[config.mk]
export PLATFORM = sky130hd
export DESIGN_NAME = fsc_regs
export DESIGN_NICKNAME = d
export VERILOG_FILES = /design/src/design/fsc_pkg.sv /design/src/design/fsc_regs.sv
export SDC_FILE = /design/constraint.sdc
export NUM_CORES = 1
export LEC_CHECK = 0
export BUFFER_PORTS_ARGS = -buffer_cell sky130_fd_sc_hd__buf_4
export CAP_MARGIN = 10
export CORE_ASPECT_RATIO = 1.1
export CORE_MARGIN = 10
export CORE_UTILIZATION = 47
export CTS_CLUSTER_SIZE = 10
export DETAILED_ROUTE_END_ITERATION = 12
export MAX_ROUTING_LAYER = met4
export PLACE_DENSITY = 0.77
export SYNTH_ARGS = -nofsm -noshare
export SYNTH_HDL_FRONTEND = slang
export SYNTH_SLANG_ARGS = --single-unit
[constraint.sdc]
create_clock -name clk -period 1.65 [get_ports clk]
set_input_delay 0.2475 -clock clk [delete_from_list [all_inputs] [get_ports clk]]
set_output_delay 0.2475 -clock clk [all_outputs]
set_load 0.01 [all_outputs]
[src/design/fsc_pkg.sv]
`timescale 1ns / 1ps
// ----------------------------------------------------------------------------
// fsc_pkg: shared definitions for the frustum sphere classifier
// Widths, plane layout, verdict codes and the control structs that pass
// between the classifier front end and the result queue.
// ----------------------------------------------------------------------------
package fsc_pkg;

    localparam int COORD_WIDTH  = 16;
    localparam int RAD_WIDTH    = COORD_WIDTH - 1;
    localparam int PLANE_COUNT  = 6;
    localparam int PLANE_IDX_W  = $clog2(PLANE_COUNT);
    localparam int FIELD_W      = 16;
    localparam int NORM_FRAC    = 14;
    localparam int PROD_W       = FIELD_W + COORD_WIDTH;
    localparam int OFS_W        = FIELD_W + NORM_FRAC;
    localparam int DIST_W       = ((PROD_W > OFS_W) ? PROD_W : OFS_W) + 2;

    localparam int DATA_W       = 64;
    localparam int ADDR_W       = $clog2(8 * PLANE_COUNT);
    localparam int ADDR_LSB     = 3;

    localparam int QUEUE_DEPTH  = 4;
    localparam int QPTR_W       = $clog2(QUEUE_DEPTH);
    localparam int QCNT_W       = $clog2(QUEUE_DEPTH + 1);
    localparam int OCC_W        = $clog2(QUEUE_DEPTH + 3);

    typedef enum logic [1:0] {
        VERDICT_INSIDE    = 2'd0,
        VERDICT_INTERSECT = 2'd1,
        VERDICT_OUTSIDE   = 2'd2
    } verdict_t;

    typedef struct packed {
        logic signed [FIELD_W-1:0] d;
        logic signed [FIELD_W-1:0] nz;
        logic signed [FIELD_W-1:0] ny;
        logic signed [FIELD_W-1:0] nx;
    } plane_t;

    typedef plane_t [PLANE_COUNT-1:0] plane_arr_t;

    typedef struct packed {
        logic     valid;
        verdict_t verdict;
    } qwr_t;

    typedef struct packed {
        logic [QCNT_W-1:0] count;
    } qstat_t;

endpackage

[src/design/fsc_regs.sv]
`timescale 1ns / 1ps
// ----------------------------------------------------------------------------
// fsc_regs: plane register file
// Holds the six packed frustum planes behind an APB-style port.
// ----------------------------------------------------------------------------
module fsc_regs
    import fsc_pkg::*;
(
    input  logic              clk,
    input  logic              rst_n,
    input  logic              psel,
    input  logic              penable,
    input  logic              pwrite,
    input  logic [ADDR_W-1:0] paddr,
    input  logic [DATA_W-1:0] pwdata,
    output logic [DATA_W-1:0] prdata,
    output logic              pready,
    output plane_arr_t        planes
);

    plane_arr_t             planes_reg;
    logic [PLANE_IDX_W-1:0] idx;
    logic                   idx_ok;

    assign pready = 1'b1;
    assign idx    = paddr[ADDR_W-1:ADDR_LSB];
    assign idx_ok = (idx < PLANE_IDX_W'(PLANE_COUNT));
    assign planes = planes_reg;
    assign prdata = idx_ok ? DATA_W'(planes_reg[idx]) : '0;

    always_ff @(posedge clk or negedge rst_n)
    begin
        if (!rst_n)
        begin
            planes_reg <= '0;
        end
        else if (psel && penable && pwrite && pready && idx_ok)
        begin
            planes_reg[idx] <= plane_t'(pwdata);
        end
    end

endmodule

# Word-level counts from Yosys, hierarchy flattened
# Cells that the tools add are included.
# op_classes
n_mux,6
n_reduce_logical,4
order_cmp,3
# ops
cell,count
$bwmux W384,1
$bmux W64 S3,1
$demux W64 S3,1
$mux W64,3
$logic_and A1 B1 Y1,4
$lt A3 B4 Y1 const B,1
$ge A3 B1 Y1 const B,1
$lt A3 B3 Y1 const B,1
# word_totals
elab_cells,37
input_bits,75
regBits,384
out_inout_bits,449

# Longest topological paths before layout
# Gate-level depths: netlist (run 1).
# logic_depth
ltp_word,5
depth_mapped,6
ltp_nobuf,3

# Worst setup path before layout (run 1)
# No wires, ideal clock.
# synth_timing
kind,input-to-output
start,in paddr[3]
end,out prdata[0]
path_slack_ns,-0.091
arrival_time_ns,1.494
cell_stages,6
n_path_buf,3
cell_sequence,buf_4 buf_2 buf_1 mux2_2 nand2_1 o221ai_1
# synth_between
elab_chain_len,3
# synth_rtl
element,line_no,text
"start, declared",fsc_regs.sv:14,"input logic [ADDR_W-1:0] paddr,"
$bmux W64 S3,fsc_regs.sv:29,assign prdata = idx_ok ? DATA_W'(planes_reg[idx]) : '0;
$mux W64 (implied by the code),fsc_regs.sv:29,
$mux W64 *,fsc_regs.sv:29,
"end, declared",fsc_regs.sv:16,"output logic [DATA_W-1:0] prdata,"
# Every way passes the cells marked *; elsewhere a longest branch is shown, timed or not. The select of a mux whose other input is x is not followed.

# Worst setup path in the final report (run 1)
# layout_timing
start,reg planes_reg (netlist bit planes[122])
end,out prdata[58]
# layout_between
elab_chain_len,3
# layout_rtl
element,line_no,text
"start, declared",fsc_regs.sv:21,plane_arr_t planes_reg;
"start signal, assigned by index",fsc_regs.sv:39,planes_reg[idx] <= plane_t'(pwdata);
$bmux W64 S3,fsc_regs.sv:29,
$mux W64 (implied by the code),fsc_regs.sv:29,
$mux W64,fsc_regs.sv:29,
# No other way between the ends. The select of a mux whose other input is x is not followed.

==> results of run 1 <==
## through the flow
| stage | utilization | TNS [ns] | total power, mW |
|---|---|---|---|
| after floorplan | - | -0.359 | 16.5 |
| after global placement | 0.617 | -16.13 | 21.8 |
| after detailed placement | 0.617 | -24.46 | 22.1 |
| after CTS | 0.711 | -8.72 | 32.6 |
| after global routing | 0.724 | -11.29 | 34.4 |
| final | 0.724 | -8.21 | 33.1 |
## worst max-delay path: stages, from the launching register on
cell and delay (ns):
dfrtp_1 0.38, mux2_4 0.27, a21oi_2 0.13, o211ai_1 0.18, buf_4 0.21
## metal layers
metal  vias to the layer above  track usage
met3                       212       0.0745
met2                       641        0.474
li1                       6079            -
met4                         0        0.173
met5                         -            -
met1                      7332        0.310
## cells in the mapped netlist
| cell | count | area (sq um) |
|---|---|---|
| mux2_2 | 437 | 4920 |
| dfrtp_1 | 384 | 9610 |
| mux2i_1 | 108 | 1080 |
| nand2_1 | 65 | 244 |
| o221ai_1 | 54 | 473 |
| buf_2 | 30 | 150 |
| buf_6 | 30 | 338 |
| clkbuf_1 | 14 | 52.6 |
| mux2_1 | 11 | 124 |
| nor2b_1 | 11 | 68.8 |
| nor3b_1 | 11 | 82.6 |
| a21oi_1 | 10 | 50.1 |
| a32oi_1 | 10 | 87.6 |
| o211ai_1 | 10 | 75.1 |
| buf_1 | 8 | 30.0 |
| buf_4 | 3 | 22.5 |
| nand2b_1 | 3 | 18.8 |
| nor2_1 | 2 | 7.51 |
| nor2_2 | 2 | 12.5 |
| nor3_4 | 2 | 32.5 |
| and3b_1 | 1 | 8.76 |
| conb_1 | 1 | 3.75 |
| nand4_1 | 1 | 6.26 |
| nand4b_4 | 1 | 23.8 |
| nor2_4 | 1 | 11.3 |
## cell families (layout without fill, tap and decap cells)
group	Yosys count	count (layout)	synth area share
mux	556	556	0.349
flops	384	384	0.548
simple gates	100	100	0.0295
buf+inv	85	911	0.0338
compound gates	84	84	0.0391
other cells	1	2	0.000214
## cell type report
type	instances	area (sq um)
Tap cell	494	618
Clock buffer	53	1230
Antenna cell	1	2.50
Sequential cell	384	9610
Clock inverter	3	43.8
Multi-Input combinational cell	741	8230
Timing Repair Buffer	855	7100
Fill cell	2352	10200
## power breakdown
group / total, mW / switching (mW) / internal, mW / leakage, nW
Combinational: 11.1 / 4.88 / 6.25 / 7.64
Sequential: 13.0 / 1.70 / 11.3 / 4.90
Clock: 8.94 / 3.62 / 5.32 / 0.627
## worst paths after layout
check                            start           to  slack (ns)  cells after the start
max in group asynchronous        rst_n  planes[347]        0.64                      3
max                        planes[122]   prdata[58]       -0.31                      4
min                         pwdata[37]  planes[101]        0.02                      2
max reg2reg                 planes[24]   planes[24]        0.59                      3
min reg2reg                planes[238]  planes[238]        0.53                      1
min in group asynchronous        rst_n  planes[129]        0.19                      2
## what timing repair did
| action | in CTS | in global routing |
|---|---|---|
| setup buffers | 124 | 36 |
| hold buffers | 63 | 0 |
| hold endpoints to repair | 605 | 0 |
| pin swaps | 58 | 10 |
| gates resized for setup | 163 | 49 |
| setup endpoints to repair | 64 | 64 |
==> reports/metrics.csv, run 1 <==
metric;value;unit
outcome;finished, violations left;
violations;negative setup slack;
power_density;1230;nW/um^2
dr_wl_met3;4660;um
ys_ff_latch;384;
antenna_found_initial;1;
grt_pass1_wl;98800;um
hold_class;in2reg;
timing.fmax;511;MHz
syn_to_final_growth;53.0;%
start_util;0.473;
wl_met2;33800;um
grt_pass1_vias;15800;
port_buffers;519;
syn_area_per_cell;14.5;sq um
drc_errors;0;
path_class;reg2out;
htree_levels;2;
root_buffer;clkbuf_16;
worstPathRequired;1.40;ns
drt-vias-per-instance;5.64;
critPathLaunchType;register;
cts.reportedPaths.clkPinSlew;0.06;ns
finalMaxSlewViolations;0;
cp_max_fo;2;
numCtsBuffers;45;
skew;0;ns
finalCriticalPeriod;1.96;ns
dp_hpwl;45000;um
setup_viol_count_final;64;
end_kind;primary output;
wl_per_cell;26.6;um
highest_layer;met4;
rsz0062_at_grt;true;
ys_types;25;
drv.max_cap_violation_count;0;
die_w;204;um
post-route-worst-setup-slack;-0.306;ns
synth_area;17500;sq um
placementRows;74;
final_common_cell;buf_4;
core_area;37000;sq um
holdWs;0.0232;ns
vdd_ir_drop_max;1020;uV
netlist_instances;1210;
drt.antenna.violating_nets;0;
largest_register_ffs;384;
dp_cells;2252;
cts_buffer_depth;3;
grt-ovfl-total;0;
drt-met1-wl;24700;um
fin_area;26800;sq um
gp_congestion;0.923;
drt-initial-drc-count;719;
layout-drive-gt1-share;0.704;
cts_sinks;384;
period_share;1.19;
cts_tree;done;
yosysSeqAreaShare;0.548;
finalNonFillerCells;2531;
pre_cts_slack;-0.323;ns
final_cell_mix;746 x buf_4, 381 x mux2_2, 380 x dfrtp_1, 99 x mux2i_1, 63 x dlygate4sd3_1;
syn_nets;1285;
wl;67300;um
p_leak;13.2;nW
place_area;22800;sq um
firstDrtPassIters;5;
hold_viol_final;0;
die_y;223;um
grt_max_degree;88;
die_area;45400;sq um
yosysWarnings;0;
fin_nets;2102;
clk_latency;0.54;ns
ioPinCount;524;
grt_usage;0.289;
cp_data_arrival_time;1.71;ns
vias;14300;
Power figures use the tool's default switching activity.
==> run 2: changes to the inputs <==
--- a/config.mk
+++ b/config.mk
@@ -5,11 +5,12 @@
 export SDC_FILE = /design/constraint.sdc
 export NUM_CORES = 1
 export LEC_CHECK = 0
+export ABC_AREA = 1
 export BUFFER_PORTS_ARGS = -buffer_cell sky130_fd_sc_hd__buf_4
 export CAP_MARGIN = 10
 export CORE_ASPECT_RATIO = 1.1
 export CORE_MARGIN = 10
-export CORE_UTILIZATION = 47
+export CORE_UTILIZATION = 48
 export CTS_CLUSTER_SIZE = 10
 export DETAILED_ROUTE_END_ITERATION = 12
 export MAX_ROUTING_LAYER = met4
==> reports/metrics.csv, run 2 <==
metric;value;unit
largest_register_ffs;384;
cts_tree;done;
end_kind;primary output;
antenna_found_initial;0;
ioPinCount;524;
fin_nets;3713;
worstPathRequired;1.40;ns
htree_levels;2;
drt-initial-drc-count;2375;
die_area;47700;sq um
start_util;0.484;
grt_usage;0.340;
syn_to_final_growth;57.3;%
path_class;reg2out;
ys_types;19;
violations;negative setup slack;
grt-ovfl-total;0;
nFillCells;2360;
cp_data_arrival_time;1.56;ns
rsz0062_at_grt;true;
placementRows;76;
grt_max_degree;65;
post-route-worst-setup-slack;-0.158;ns
yosysWarnings;0;
skew;0;ns
firstDrtPassIters;6;
yosys-top-cells-count;1,107 x nand2_1, 442 x inv_1, 384 x dfrtp_1;
vdd_ir_drop_max;915;uV
cts_sinks;384;
hold_class;in2reg;
drt.antenna.violating_nets;0;
finalCriticalPeriod;1.81;ns
core_area;39100;sq um
hold_viol_final;0;
grt_pass1_vias;22700;
power_density;1220;nW/um^2
die_y;228;um
setup_viol_count_final;64;
synth_most_common_cell;nand2_1;
synth_enable_flop_cells;0;
vias;23000;
outcome;finished, violations left;
cts_buffer_depth;3;
layout-drive-gt1-share;0.371;
final_cell_mix;1,017 x nand2_1, 888 x buf_4, 382 x dfrtp_1, 320 x inv_1, 171 x nor2_1;
synth_top_area_frac;0.508;
finalMaxSlewViolations;0;
wl;88400;um
grt_pass1_wl;126000;um
yosysSeqAreaShare;0.508;
holdWs;0.183;ns
clk_latency;0.55;ns
netlist_instances;2663;
ys_ff_latch;384;
synth_top_area_cell;dfrtp_1;
drc_errors;0;
critPathLaunchType;register;
period_share;1.10;
numCtsBuffers;45;
drv.max_cap_violation_count;0;
die_w;209;um
ys.flop_type;dfrtp_1;
syn_nets;2738;
final_common_cell;nand2_1;
drt-vias-per-instance;5.54;
port_buffers;519;
gp_congestion;0.918;
cp_max_fo;2;
p_leak;16.4;nW
antennaDiodeCount;0;
cts.reportedPaths.clkPinSlew;0.06;ns
timing.fmax;553;MHz
wl_per_cell;21.3;um
dp_hpwl;51800;um
synthTopCellsByArea;dfrtp_1 51%, nand2_1 22%, inv_1 8.8%;
syn_area_per_cell;7.10;sq um
synth_area;18900;sq um
root_buffer;clkbuf_16;
synthArstFlopShare;1.00;
pre_cts_slack;-0.0609;ns
[run 2: path summary, 6_finish.rpt]
check | start | endpoint | slack, ns | cells past startpoint
max in group asynchronous | rst_n | planes[367] | 0.66 | 3
worst min-delay path | penable | planes[201] | 0.18 | 4
worst max-delay path | planes[340] | prdata[20] | -0.16 | 7
worst max register to register | planes[38] | planes[38] | 0.01 | 10
min in group asynchronous | rst_n | planes[199] | 0.22 | 2
worst min register to register | planes[335] | planes[335] | 0.50 | 2
[run 2: per-stage QoR]
stage / instances / TNS [ns] / power, mW / utilization / area, sq um
CTS: 4070 / -2.31 / 34.5 / 0.733 / 28600
global placement: 3626 / 0 / 22.4 / 0.614 / 24000
detailed placement: 3626 / -0.329 / 22.7 / 0.614 / 24000
global route: 4153 / -7.68 / 37.7 / 0.761 / 29700
floorplan: 2663 / 0 / 16.7 / - / 18900
finish: 4153 / -3.41 / 36.3 / 0.761 / 29700
[run 2: cell type report]
| type | count | area [sq um] | area share |
|---|---|---|---|
| flip-flops and latches | 384 | 9610 | 0.323 |
| repair buffers | 1071 | 9060 | 0.305 |
| multi-input cells | 1691 | 7520 | 0.253 |
| inverters | 445 | 1670 | 0.0562 |
| clock buffers | 52 | 1220 | 0.0412 |
| well taps | 507 | 634 | 0.0213 |
| clock inverters | 3 | 21.3 | 0.000715 |
[run 2: repair_timing]
item	in CTS	in global routing
pin swaps	130	121
hold endpoints to repair	408	0
hold buffers	65	0
endpoints found under the setup margin	64	75
setup buffers	324	92
gates resized for setup	120	234
[run 2: cells by family (layout without fill, tap and decap cells)]
family,after synthesis,count (layout),synth area share
buffers and inverters,588,1571,0.125
and+or+nand+nor,1498,1498,0.316
DFF,384,384,0.508
other,1,1,0.000198
AOI/OAI and AO/OA,192,192,0.0508
[run 2: where the power goes]
group | total (mW) | internal (mW) | switching, mW
clock network | 9.10 | 5.16 | 3.94
logic | 14.4 | 7.17 | 7.21
registers | 12.8 | 11.4 | 1.42
[run 2: worst max-delay path, cell delays in order (launching register included)]
cell and delay, ns:
dfrtp_1 0.40, inv_1 0.08, nand2_1 0.07, nand3_1 0.12, nand2_1 0.09, inv_2 0.07, nand2_2 0.05, buf_6 0.13
[run 2: metal layers]
metal | GRT usage | routed length, um | up-vias
li1 | - | - | 9829
met1 | 0.377 | 29100 | 10900
met2 | 0.554 | 42700 | 1835
met3 | 0.0866 | 10600 | 481
met4 | 0.182 | 6050 | 0
met5 | - | 0 | -
