File: src/design/fsc_pkg.sv
`timescale 1ns / 1ps
// ----------------------------------------------------------------------------
// fsc_pkg: shared definitions for the frustum sphere classifier
// Widths, plane layout, verdict codes and the control structs that pass
// between the classifier front end and the result queue.
// ----------------------------------------------------------------------------
package fsc_pkg;

    localparam int COORD_WIDTH  = 16;
    localparam int RAD_WIDTH    = COORD_WIDTH - 1;
    localparam int PLANE_COUNT  = 6;
    localparam int PLANE_IDX_W  = $clog2(PLANE_COUNT);
    localparam int FIELD_W      = 16;
    localparam int NORM_FRAC    = 14;
    localparam int PROD_W       = FIELD_W + COORD_WIDTH;
    localparam int OFS_W        = FIELD_W + NORM_FRAC;
    localparam int DIST_W       = ((PROD_W > OFS_W) ? PROD_W : OFS_W) + 2;

    localparam int DATA_W       = 64;
    localparam int ADDR_W       = $clog2(8 * PLANE_COUNT);
    localparam int ADDR_LSB     = 3;

    localparam int QUEUE_DEPTH  = 4;
    localparam int QPTR_W       = $clog2(QUEUE_DEPTH);
    localparam int QCNT_W       = $clog2(QUEUE_DEPTH + 1);
    localparam int OCC_W        = $clog2(QUEUE_DEPTH + 3);

    typedef enum logic [1:0] {
        VERDICT_INSIDE    = 2'd0,
        VERDICT_INTERSECT = 2'd1,
        VERDICT_OUTSIDE   = 2'd2
    } verdict_t;

    typedef struct packed {
        logic signed [FIELD_W-1:0] d;
        logic signed [FIELD_W-1:0] nz;
        logic signed [FIELD_W-1:0] ny;
        logic signed [FIELD_W-1:0] nx;
    } plane_t;

    typedef plane_t [PLANE_COUNT-1:0] plane_arr_t;

    typedef struct packed {
        logic     valid;
        verdict_t verdict;
    } qwr_t;

    typedef struct packed {
        logic [QCNT_W-1:0] count;
    } qstat_t;

endpackage

File: src/design/fsc_queue.sv
`timescale 1ns / 1ps
// ----------------------------------------------------------------------------
// fsc_queue: result queue
// Short first-in first-out store of verdicts between the classifier and the
// result port, so that each side can stall on its own.
// ----------------------------------------------------------------------------
module fsc_queue
    import fsc_pkg::*;
(
    input  logic       clk,
    input  logic       rst_n,
    input  qwr_t       qwr,
    input  logic       pop,
    output logic       empty,
    output logic [1:0] verdict,
    output qstat_t     qstat
);

    verdict_t          mem_reg [QUEUE_DEPTH];
    logic [QPTR_W-1:0] wr_ptr_reg;
    logic [QPTR_W-1:0] rd_ptr_reg;
    logic [QCNT_W-1:0] count_reg;
    logic [QCNT_W-1:0] count_next;
    logic              do_pop;

    assign empty       = (count_reg == '0);
    assign do_pop      = pop && !empty;
    assign verdict     = mem_reg[rd_ptr_reg];
    assign qstat.count = count_reg;

    always_comb
    begin
        count_next = count_reg;
        if (qwr.valid && !do_pop)
        begin
            count_next = count_reg + QCNT_W'(1);
        end
        else if (!qwr.valid && do_pop)
        begin
            count_next = count_reg - QCNT_W'(1);
        end
    end

    always_ff @(posedge clk or negedge rst_n)
    begin
        if (!rst_n)
        begin
            wr_ptr_reg <= '0;
            rd_ptr_reg <= '0;
            count_reg  <= '0;
        end
        else
        begin
            count_reg <= count_next;
            if (qwr.valid)
            begin
                wr_ptr_reg <= wr_ptr_reg + QPTR_W'(1);
            end
            if (do_pop)
            begin
                rd_ptr_reg <= rd_ptr_reg + QPTR_W'(1);
            end
        end
    end

    always_ff @(posedge clk)
    begin
        if (qwr.valid)
        begin
            mem_reg[wr_ptr_reg] <= qwr.verdict;
        end
    end

endmodule

File: config.mk
export PLATFORM = sky130hd
export DESIGN_NAME = fsc_queue
export DESIGN_NICKNAME = d
export VERILOG_FILES = /design/src/design/fsc_pkg.sv /design/src/design/fsc_queue.sv
export SDC_FILE = /design/constraint.sdc
export NUM_CORES = 1
export LEC_CHECK = 0
export ABC_AREA = 1
export BUFFER_PORTS_ARGS = -buffer_cell sky130_fd_sc_hd__buf_4
export CELL_PAD_IN_SITES_DETAIL_PLACEMENT = 1
export CELL_PAD_IN_SITES_GLOBAL_PLACEMENT = 2
export CORE_ASPECT_RATIO = 0.9
export CORE_MARGIN = 5
export CORE_UTILIZATION = 35
export DETAILED_ROUTE_END_ITERATION = 8
export GPL_TIMING_DRIVEN = 0
export PLACE_DENSITY = 0.88
export SETUP_SLACK_MARGIN = 0.3
export SYNTH_ARGS = -nofsm -noshare
export SYNTH_HDL_FRONTEND = slang
export SYNTH_SLANG_ARGS = --single-unit
File: constraint.sdc
create_clock -name clk -period 3.86 [get_ports clk]
set_input_delay 0.193 -clock clk [delete_from_list [all_inputs] [get_ports clk]]
set_output_delay 0.193 -clock clk [all_outputs]
set_load 0.03 [all_outputs]
; ---- Yosys cells after proc, flatten, opt, wreduce, memory -nomap -nowiden
; Memories as Yosys holds them, arrays and structs flattened.
; Cells that the tools add are included.
[classes]
n_addsub = 4
muxes = 4
n_reduce_logical = 8
[ops]
columns = operator, n
row1 = 3-bit 2-to-1 mux, 2
row2 = "2-bit by 1-bit adder with 2-bit output, second input constant", 2
row3 = "3-bit by 1-bit adder with 3-bit output, second input constant", 1
row4 = 1-bit logical AND, 3
row5 = 1-bit logical NOT, 3
row6 = 3-bit logical NOT, 1
row7 = "3-bit by 1-bit subtractor with 3-bit output, second input constant", 1
row8 = 1-bit 2-to-1 mux, 2
row9 = 2-bit nonzero test, 1
[word_totals]
regBits = 7
ramBits = 8
in_bits = 6
word_cells = 20
n_memories = 1
[memory_table]
columns = name, depth, word_bits, read_ports, rd_ports_with_merged_regs, wr, line_no
row1 = mem_reg, 4, 2, 1, 0, 1, fsc_queue.sv:19  ; verdict_t mem_reg [QUEUE_DEPTH];

; ---- Longest topological paths before layout
; Gate-level depths: netlist of run 1.
[logic_depth]
depth_word = 6
mapped_depth = 11
depth_no_buf = 11

; ---- Worst setup path after synthesis of run 1
; No wires, ideal clock.
[synth_path]
kind = register to register
from = register count_reg[0], in the netlist qstat[0]
to = register count_reg[2], in the netlist qstat[2]
arrival_ns = 1.656
required_time_ns = 3.742
path_slack_ns = 2.086
path_stages_with_launch = 11
synth_period_minus_slack_ns = 1.774
path_cell_list = dfrtp_1 -> nor2_2 -> nand2_2 -> nand2_4 -> ha_1 -> inv_1 -> fa_1 -> nand2_1 -> nand3_1 -> nand2_1 -> nand2_1
[synth_between]
elab_chain_len = 6
[synth_rtl]
columns = item, line_no
row1 = from (decl), fsc_queue.sv:22  ; logic [QCNT_W-1:0] count_reg;
row2 = from (signal assigned), fsc_queue.sv:54  ; count_reg <= count_next;
row3 = branches (longest 6 deep; another with 3-bit by 1-bit subtractor with 3-bit output), n/a
; Several ways; the timed one is not identified. The select of a mux whose other input is x is not followed.
; A chain may end at the register's enable or synchronous reset.

; ---- Worst setup path after layout of run 1
; Same ends and word-level chain as after synthesis.

==> metrics.yaml, run 1 <==
ys_ff_latch: 15
antennaDiodeCount: 0
power_switching_uw: 319
clk_pin_slew_ns: 0.08
yosys_warnings: 0
hold_viol: 0
crit_arrival_ns: 2.01
num_rows: 16
critPathKind: "reg -> reg"
grt_pass1_vias: 554
start_kind: "register"
drt_first_pass_iters: 3
r2r_slack_ns: 2.02
whs_ns: 0.120
cts.sinks: 15
yosys-top-cells-area: "edfxtp_1 (32%), dfrtp_1 (23%), nand2_1 (12%), ha_1 (8.3%), inv_1 (6.9%)"
grt-ovfl-total: 0
track_usage: 0.101
period_minus_slack_ns: 1.84
skew_ns: 0.000496
netlist.area_leader.share: 0.317
cts_buffers: 3
vias: 539
worstSetupStartpoint: "qstat[0]$_DFFE_PN0P_"
slew_viol_final: 0
clkPwrFrac: 0.122
finalCritPeriodShare: 0.476
yosys.area.top_type: "edfxtp_1"
relSlewSlack: 0.866
outcome: "finished clean"
worstReg2RegStart: "qstat[0]$_DFFE_PN0P_"
place.gp.congestion: 0.675
finalSetupTns_ns: 0
drtAntennaViolNets: 0
crit_fanout: 4
hold_path_class: "in -> reg"
p_per_area_mw_per_mm2: 784
initial_core_util: 0.357
portBuffers: 11
end_kind: "register"
die_w_um: 59.1
drive_gt1_frac: 0.223
synth_area_sq_um: 758
clk_latency_ns: 0.27
grt_max_degree: 11
leakage_nw: 0.476
dieArea_sq_mm: 0.00320
tightest_slew_ns: 0.200
clockBufferDepth: 2
final-instance-count-excl-fill: 121
core_sq_mm: 0.00212
routed_wl_mm: 1.39
largest_reg_flops: 8
die_y_um: 54.2
postPlaceCellArea_sq_um: 875
syn_to_final_growth_pct: 20.1
grt_pass1_wl_mm: 2.32
grt_setup_unrepaired: "no"
syn-num-nets: 90
switching_share: 0.447
cts_tree: "done"
htree_levels: 1
netlist_instances: 78
ir_worst_vdd_mv: 0.331
seqPwrFrac: 0.382
numPlacedInstances: 116
cts_resized: 0
p_int_uw: 395
antenna_found_initial: 0
setup_viol: 0
dr.first_iter.drc_count: 12
avgViaCountPerCell: 4.45
rr_endpoint: "qstat[2]$_DFFE_PN0P_"
finalPower_uw: 714
synth_cell_types: 17
fin_area_sq_um: 911
io_pins: 12
avgSynthCellArea_sq_um: 9.72
remaining_drc_errors: 0
max_freq_ghz: 0.544
dpl.hpwl_mm: 1.10
cp.required_ns: 4.03
cts_root_buf: "clkbuf_4"
endpoint: "qstat[2]$_DFFE_PN0P_"
reg2reg_depth: 10
yosysSeqAreaShare: 0.548
routedWlPerCell_um: 11.5
finalNetCount: 107
combPwrFrac: 0.497
cap_viol_max_count: 0
## synthesized netlist by cell type
| cell type | n |
|---|---|
| buf_2 | 1 |
| dfrtp_1 | 7 |
| edfxtp_1 | 8 |
| fa_1 | 1 |
| ha_1 | 5 |
| inv_1 | 14 |
| inv_2 | 3 |
| nand2_1 | 25 |
| nand2_2 | 1 |
| nand2_4 | 1 |
| nand3_1 | 3 |
| nand4_1 | 1 |
| nor2_2 | 1 |
| o211ai_1 | 4 |
| o21ai_1 | 1 |
| xnor2_1 | 1 |
| xor2_1 | 1 |
## cells by family (layout without fill, tap and decap cells)
kind of cell               after synthesis  after routing  synth area share
adders and majority gates                6              6             0.109
xor gates and xnor gates                 2              2            0.0231
and+or+nand+nor                         32             32             0.183
AOI/OAI and AO/OA                        5              5            0.0462
DFF                                     15             15             0.548
buffers and inverters                   18             34            0.0908
## power groups by stage
stage | clock, mW | combinational (mW) | sequential, mW
global placement | 0 | 0.341 | 0.273
floorplan | 0 | 0.216 | 0.299
finish | 0.0869 | 0.355 | 0.273
detailed placement | 0 | 0.356 | 0.276
global route | 0.0944 | 0.398 | 0.281
CTS | 0.0905 | 0.362 | 0.272
## area by class of cell
cell class                      instances  area [sq um]
Buffer                                  1          5.00
Clock buffer                            4          26.3
Fill cell                             266          1210
Inverter                               17          63.8
Multi-Input combinational cell         45           274
Sequential cell                        15           415
Tap cell                               27          33.8
Timing Repair Buffer                   12          92.6
## what timing repair did
action,CTS,global route
hold buffers,1,0
endpoints found under the hold margin,7,0
buffers inserted,0,0
## through the flow
stage | utilization | worst slack [ns]
3_5_place_dp | 0.412 | 2.03
5_1_grt | 0.429 | 1.84
3_3_place_gp | 0.412 | 2.12
4_1_cts | 0.429 | 2.01
2_1_floorplan | - | 2.09
6_report | 0.429 | 2.02
## routing by layer
metal,share of wire,track usage,vias to the layer above,routed length [um]
li1,-,-,273,-
met4,0.0072,0.0566,0,10
met2,0.50,0.165,5,689
met5,0,0,-,0
met3,0.036,0.0240,2,50
met1,0.46,0.123,259,637
## layout by cell type, fill, tap and decap left out
| cell | n |
|---|---|
| xor2_1 | 1 |
| inv_2 | 3 |
| inv_1 | 14 |
| nor2_2 | 1 |
| dlygate4sd3_1 | 1 |
| clkbuf_1 | 1 |
| nand2_2 | 1 |
| dfrtp_1 | 7 |
| xnor2_1 | 1 |
| clkbuf_4 | 3 |
| nand3_1 | 3 |
| ha_1 | 5 |
| buf_2 | 1 |
| nand2_4 | 1 |
| edfxtp_1 | 8 |
| o211ai_1 | 4 |
| o21ai_1 | 1 |
| nand2_1 | 25 |
| nand4_1 | 1 |
| buf_4 | 11 |
| fa_1 | 1 |
## critical path, stage by stage (launching register included)
cell and delay, ns:
dfrtp_1 0.45, nor2_2 0.16, nand2_2 0.10, nand2_4 0.08, ha_1 0.17, inv_1 0.07
fa_1 0.39, nand2_1 0.11, nand3_1 0.08, nand2_1 0.07, nand2_1 0.06
## how the worst min path moves through the flow
stage          startpoint                       to  slack, ns  cells past startpoint
2_1_floorplan       rst_n     qstat[0]$_DFFE_PN0P_      -0.10                      0
3_3_place_gp        rst_n     qstat[2]$_DFFE_PN0P_       0.01                      1
3_5_place_dp        rst_n     qstat[2]$_DFFE_PN0P_       0.01                      1
4_1_cts            qwr[1]  mem_reg[1][1]$_DFFE_PP_       0.11                      1
5_1_grt            qwr[1]  mem_reg[0][1]$_DFFE_PP_       0.11                      1
6_report           qwr[1]  mem_reg[3][1]$_DFFE_PP_       0.12                      1
(Power assumes the default switching activity.)
==> run 2: changes to the inputs <==
--- a/config.mk
+++ b/config.mk
@@ -11,10 +11,10 @@
 export CELL_PAD_IN_SITES_GLOBAL_PLACEMENT = 2
 export CORE_ASPECT_RATIO = 0.9
 export CORE_MARGIN = 5
-export CORE_UTILIZATION = 35
+export CORE_UTILIZATION = 33
 export DETAILED_ROUTE_END_ITERATION = 8
 export GPL_TIMING_DRIVEN = 0
-export PLACE_DENSITY = 0.88
+export PLACE_DENSITY = 0.84
 export SETUP_SLACK_MARGIN = 0.3
 export SYNTH_ARGS = -nofsm -noshare
 export SYNTH_HDL_FRONTEND = slang
==> constraint.sdc (replaced) <==
create_clock -name clk -period 1.7 [get_ports clk]
set_input_delay 0.085 -clock clk [delete_from_list [all_inputs] [get_ports clk]]
set_output_delay 0.085 -clock clk [all_outputs]
set_load 0.03 [all_outputs]
==> run 2 against run 1 <==
Critical path depth is the same. Critical path type unchanged. Die area grew 5.0%. Flip-flop and latch count is the same. Highest routed layer unchanged.
==> metrics.yaml, run 2 (synthesis results as in run 1) <==
hold_path_class: "in -> reg"
finalPower_mw: 1.87  # +160%
crit_family: "simple AND/OR/NAND/NOR gates"
relSlewSlack: 0.895  # +0.0286
outcome: "finished clean"
worstPathCellList: "nor2_4 -> nand2_2 -> nand2_4 -> ha_4 -> inv_2 -> fa_2 -> nand2_2 -> nand3_2 -> nand2_1 -> nand2_1"
cts_root_buf: "clkbuf_4"
period_minus_slack_ns: 1.62  # -0.219 ns
avgViaCountPerCell: 4.43  # -0.51%
leakage_nw: 0.527  # +11%
drive_gt1_frac: 0.400  # +0.177
seqCellArea_sq_um: 418  # +0.60%
cp.required_ns: 1.88  # -2.15 ns
dr.first_iter.drc_count: 8  # -4
place.gp.congestion: 0.689  # +2.1%
cp.buffers_inverters: 1  # unchanged
wl_met3_um: 38  # -24%
initial_core_util: 0.347  # -0.00983
cts_tree: "done"
ir_worst_vdd_mv: 0.960  # +190%
grt_pass1_wl_mm: 2.62  # +13%
end_kind: "register"
routedWlPerCell_um: 11.9  # +3.9%
clk_latency_ns: 0.28  # about the same
finalNetCount: 118  # +10%
grt_pass1_vias: 600  # +8.3%
cap_viol_max_count: 0  # unchanged
routed_wl_mm: 1.57  # +13%
finalCritPeriodShare: 0.953  # +0.477
slowest_delay_ns: 0.43  # -0.02 ns
largest_reg_flops: 8  # unchanged
slowest_stage: "dfrtp_2"
layout_commonest_cell: "nand2_1"
critPathKind: "reg -> reg"
clockBufferDepth: 2  # unchanged
crit_arrival_ns: 1.80  # -0.21 ns
crit_fanout: 2  # -2
antenna_found_initial: 0  # unchanged
hold_viol: 0  # unchanged
portBuffers: 11  # unchanged
slew_viol_final: 0  # unchanged
grt_setup_unrepaired: "yes"
io_pins: 12  # unchanged
p_per_area_mw_per_mm2: 1780  # +130%
wl_met2_um: 837  # +21%
start_kind: "register"
vias: 585  # +8.5%
tightest_slew_ns: 0.157  # -0.0436 ns
final-instance-count-excl-fill: 132  # +9.1%
cts.sinks: 15  # unchanged
clk_pin_slew_ns: 0.09  # about the same
drtAntennaViolNets: 0  # unchanged
fillerInstances: 253  # -4.9%
grt-ovfl-total: 0  # unchanged
die_w_um: 60.5  # +2.5%
track_usage: 0.107  # +0.00580
remaining_drc_errors: 0  # unchanged
antennaDiodeCount: 0  # unchanged
max_freq_ghz: 0.617  # +13%
cts_buffers: 3  # unchanged
setup_viol: 0  # unchanged
htree_levels: 1  # unchanged
highest_layer: "met4"
drt_first_pass_iters: 2  # -1
dieArea_sq_mm: 0.00336  # +5.0%
final_cell_mix: "nand2_1 (21), buf_4 (18), inv_1 (11)"
core_sq_mm: 0.00218  # +2.8%
dpl.hpwl_mm: 1.08  # -1.7%
skew_ns: 0.00901  # +0.00851 ns
syn_to_final_growth_pct: 38.0
finalSetupTns_ns: 0  # unchanged
num_rows: 16  # unchanged
multi_input_comb_area_sq_um: 309  # +13%
die_y_um: 55.5  # +2.4%
grt_max_degree: 11  # unchanged
met1_length_um: 681  # +6.9%
numPlacedInstances: 116  # unchanged
run 2: cell types whose count changed in the layout (fill, tap and decap cells not counted), moves of 2 or more:
cell	previous run	this run
inv_1	14	11
nand2_1	25	21
inv_2	3	5
nand2_2	1	5
dlygate4sd3_1	1	3
buf_6	0	2
dfrtp_2	0	2
buf_4	11	18
dfrtp_1	7	5
run 2: per-layer routing:
metal / vias up / global-route usage
li1: 296 / -
met1: 281 / 0.124
met2: 6 / 0.167
met3: 2 / 0.0256
met4: 0 / 0.0774
met5: - / 0
run 2: path summary, 6_finish.rpt:
check / slack (ns) / cells past startpoint / endpoint / start
max in group asynchronous: 1.43 / 2 / qstat[1]$_DFFE_PN0P_ / rst_n
worst max-delay path: 0.08 / 10 / qstat[2]$_DFFE_PN0P_ / qstat[1]$_DFFE_PN0P_
min in group asynchronous: 0.14 / 2 / qstat[2]$_DFFE_PN0P_ / rst_n
worst max register to register: 0.08 / 10 / qstat[2]$_DFFE_PN0P_ / qstat[1]$_DFFE_PN0P_
worst min register to register: 0.53 / 1 / wr_ptr_reg[0]$_DFFE_PN0P_ / wr_ptr_reg[0]$_DFFE_PN0P_
worst min-delay path: 0.09 / 3 / rd_ptr_reg[0]$_DFFE_PN0P_ / pop
run 2: cell type report:
cell class,count,share of cell area
plain buffers,1,0.00478
clock buffers,4,0.0251
inverters,17,0.0634
multi-input cells,45,0.295
flip-flops and latches,15,0.400
well taps,27,0.0323
repair buffers,23,0.179
run 2: repair_timing:
action | in CTS | in global routing
hold buffers | 3 | 0
buffers inserted | 6 | 3
gates cloned | 0 | 0
setup endpoints to repair | 2 | 5
resized for setup | 4 | 7
pin swaps | 7 | 8
hold endpoints to repair | 15 | 0
run 2: report_power, final:
| part | internal [mW] | switching (mW) |
|---|---|---|
| Combinational | 0.458 | 0.597 |
| Sequential | 0.514 | 0.100 |
| Clock | 0.0911 | 0.105 |
run 2: tightest hold or removal path: cells and delay by family:
| family | cells | cell delay [ns] |
|---|---|---|
| buf+inv | 1 | 0.11 |
| simple gates | 2 | 0.16 |
run 2: stage by stage:
step	hold WS [ns]	utilization	setup WS (ns)	cell area, sq um
2_1_floorplan	-0.211	-	0.0665	776
6_report	0.0942	0.479	0.0801	1050
3_3_place_gp	-0.0983	0.409	0.0571	892
4_1_cts	0.0691	0.460	0.0715	1000
5_1_grt	0.111	0.479	-0.00335	1050
3_5_place_dp	-0.0979	0.409	0.0246	892
==> run 3: changes to the inputs <==
--- a/config.mk
+++ b/config.mk
@@ -15,6 +15,7 @@
 export DETAILED_ROUTE_END_ITERATION = 8
 export GPL_TIMING_DRIVEN = 0
 export PLACE_DENSITY = 0.84
+export REMOVE_ABC_BUFFERS = 1
 export SETUP_SLACK_MARGIN = 0.3
 export SYNTH_ARGS = -nofsm -noshare
 export SYNTH_HDL_FRONTEND = slang
==> run 3 against run 2 <==
Flip-flop and latch count did not move. Hold slack worse by 0.084 ns. Combinational power barely moved. Setup slack lost 0.063 ns. Die area unchanged. Clock skew decreased by 0.0076 ns. Maximum frequency is 3.8% lower. Sequential power about the same. Register-to-register slack lost 0.06 ns. Wire length grew 10%. Critical path type unchanged. Largest power group unchanged. Highest routed layer unchanged.
==> metrics.yaml, run 3 (synthesis results as in run 1) <==
hold_path_class: "in -> reg"
grt_setup_unrepaired: "yes"
switching_share: 0.442  # +0.0122
rr_endpoint: "qstat[2]$_DFFE_PN0P_"
syn_to_final_growth_pct: 35.3
endpoint: "qstat[2]$_DFFE_PN0P_"
seqPwrFrac: 0.326  # -0.003
drtAntennaViolNets: 0  # unchanged
antennaDiodeCount: 0  # unchanged
outcome: "finished clean"
finalSetupTns_ns: 0  # unchanged
reg2reg_depth: 10  # unchanged
cts_root_buf: "clkbuf_4"
cap_viol_max_count: 0  # unchanged
final_cell_mix: "nand2_1 (22), buf_4 (19), inv_1 (12)"
clk_latency_ns: 0.28  # about the same
layout_commonest_cell: "nand2_1"
ir_worst_vdd_mv: 0.942  # -1.9%
initial_core_util: 0.347  # unchanged
antenna_found_initial: 0  # unchanged
portBuffers: 11  # unchanged
skew_ns: 0.00142  # -0.00759 ns
combPwrFrac: 0.568  # +0.003
tightest_slew_ns: 0.162  # +0.00489 ns
crit_fanout: 2  # unchanged
max_freq_ghz: 0.594  # -3.8%
htree_levels: 1  # unchanged
cts_buffers: 3  # unchanged
hold_viol: 0  # unchanged
clockBufferDepth: 2  # unchanged
cts_tree: "done"
clk_pin_slew_ns: 0.08  # about the same
cp.required_ns: 1.87  # about the same
r2r_slack_ns: 0.02  # -0.06 ns
routedWlPerCell_um: 13.3  # +12%
die_w_um: 60.5  # unchanged
final_util: 0.470  # -0.00917
cts.sinks: 15  # unchanged
crit_arrival_ns: 1.86  # +0.06 ns
track_usage: 0.100  # -0.00661
grt_pass1_wl_mm: 2.48  # -5.3%
clkPwrFrac: 0.106  # about the same
die_y_um: 55.5  # unchanged
grt-ovfl-total: 0  # unchanged
remaining_drc_errors: 0  # unchanged
start_kind: "register"
vias: 565  # -3.4%
io_pins: 12  # unchanged
worstReg2RegStart: "qstat[0]$_DFFE_PN0P_"
end_kind: "register"
dr.first_iter.drc_count: 10  # +2
grt_pass1_vias: 574  # -4.3%
avgViaCountPerCell: 4.35  # -1.9%
relSlewSlack: 0.892  # -0.00327
grt_max_degree: 11  # unchanged
slew_viol_final: 0  # unchanged
dieArea_sq_mm: 0.00336  # unchanged
finalCritPeriodShare: 0.990  # +0.0372
p_int_mw: 1.05  # -1.1%
finalNetCount: 116  # -1.7%
setup_viol: 0  # unchanged
period_minus_slack_ns: 1.68  # +0.0632 ns
drive_gt1_frac: 0.369  # -0.0311
drt_first_pass_iters: 3  # +1
finalPower_mw: 1.89  # +1.1%
num_rows: 16  # unchanged
routed_wl_mm: 1.74  # +10%
place.gp.congestion: 0.662  # -3.9%
worstSetupStartpoint: "qstat[0]$_DFFE_PN0P_"
p_per_area_mw_per_mm2: 1840  # +3.0%
critPathKind: "reg -> reg"
core_sq_mm: 0.00218  # unchanged
dpl.hpwl_mm: 1.10  # +1.9%
largest_reg_flops: 8  # unchanged
power_switching_uw: 834  # +3.9%
leakage_nw: 0.520  # -1.3%
==> run 3: cell count changes in the layout (fill, tap and decap cells not counted) <==
cell,previous run,this run
buf_2,1,0
buf_4,18,19
buf_6,2,1
dfrtp_1,5,6
dfrtp_2,2,1
dlygate4sd3_1,3,2
inv_1,11,12
inv_2,5,3
inv_4,1,2
nand2_1,21,22
nand2_2,5,4
==> run 3: critical path, stage by stage (launching register included) <==
cell,delay [ns]
dfrtp_2,0.43
nor2_4,0.13
nand2_2,0.09
nand2_4,0.08
ha_4,0.15
inv_4,0.03
fa_2,0.35
inv_1,0.08
nand2_2,0.07
nand4_1,0.10
nand2_1,0.07
==> run 3: through the flow <==
stage	setup WS [ns]	instance area (sq um)	std cells	hold WS [ns]
after CTS	0.0905	972	126	0.00411
after global placement	-0.0637	870	115	-0.0958
after global routing	-0.0421	1030	130	0.00472
final	0.0169	1030	130	0.00991
after floorplan	-0.0737	753	77	-0.211
after detailed placement	-0.0880	870	115	-0.0990
==> run 3: routing by layer <==
metal	part of all wire	track usage	vias to the layer above	wire length [um]
li1	-	-	291	-
met1	0.43	0.111	262	751
met2	0.51	0.164	8	887
met3	0.035	0.0280	4	61
met4	0.021	0.0650	0	36
met5	0	0	-	0
==> run 3: worst min-delay path by stage <==
stage                     startpoint                       to  slack [ns]  cells after the start
after detailed placement       rst_n     qstat[2]$_DFFE_PN0P_        -0.1                      1
after CTS                     qwr[1]  mem_reg[0][1]$_DFFE_PP_       0.004                      1
after global routing          qwr[0]  mem_reg[3][0]$_DFFE_PP_       0.005                      1
after global placement         rst_n     qstat[2]$_DFFE_PN0P_        -0.1                      1
final                         qwr[0]  mem_reg[3][0]$_DFFE_PP_        0.01                      1
after floorplan                rst_n     qstat[0]$_DFFE_PN0P_       -0.21                      0
==> run 3: power by group through the flow <==
stage                     clock network (mW)  logic [mW]  registers (mW)
after floorplan                            0       0.488           0.678
after global placement                     0       0.779           0.620
after detailed placement                   0       0.805           0.628
after CTS                              0.204       0.955           0.600
after global routing                   0.220        1.17           0.627
final                                  0.200        1.07           0.615
==> run 3: area by class of cell <==
| cell class | count | area (sq um) |
|---|---|---|
| flip-flops and latches | 15 | 417 |
| multi-input cells | 45 | 307 |
| clock buffers | 4 | 26.3 |
| fillers | 251 | 1160 |
| inverters | 17 | 68.8 |
| well taps | 27 | 33.8 |
| repair buffers | 22 | 174 |
==> run 3: what timing repair did <==
action / in CTS / in global routing
buffers inserted: 6 / 3
pin swaps: 7 / 8
hold buffers: 1 / 1
hold endpoints to repair: 7 / 4
setup endpoints to repair: 2 / 5
gates resized for setup: 7 / 7
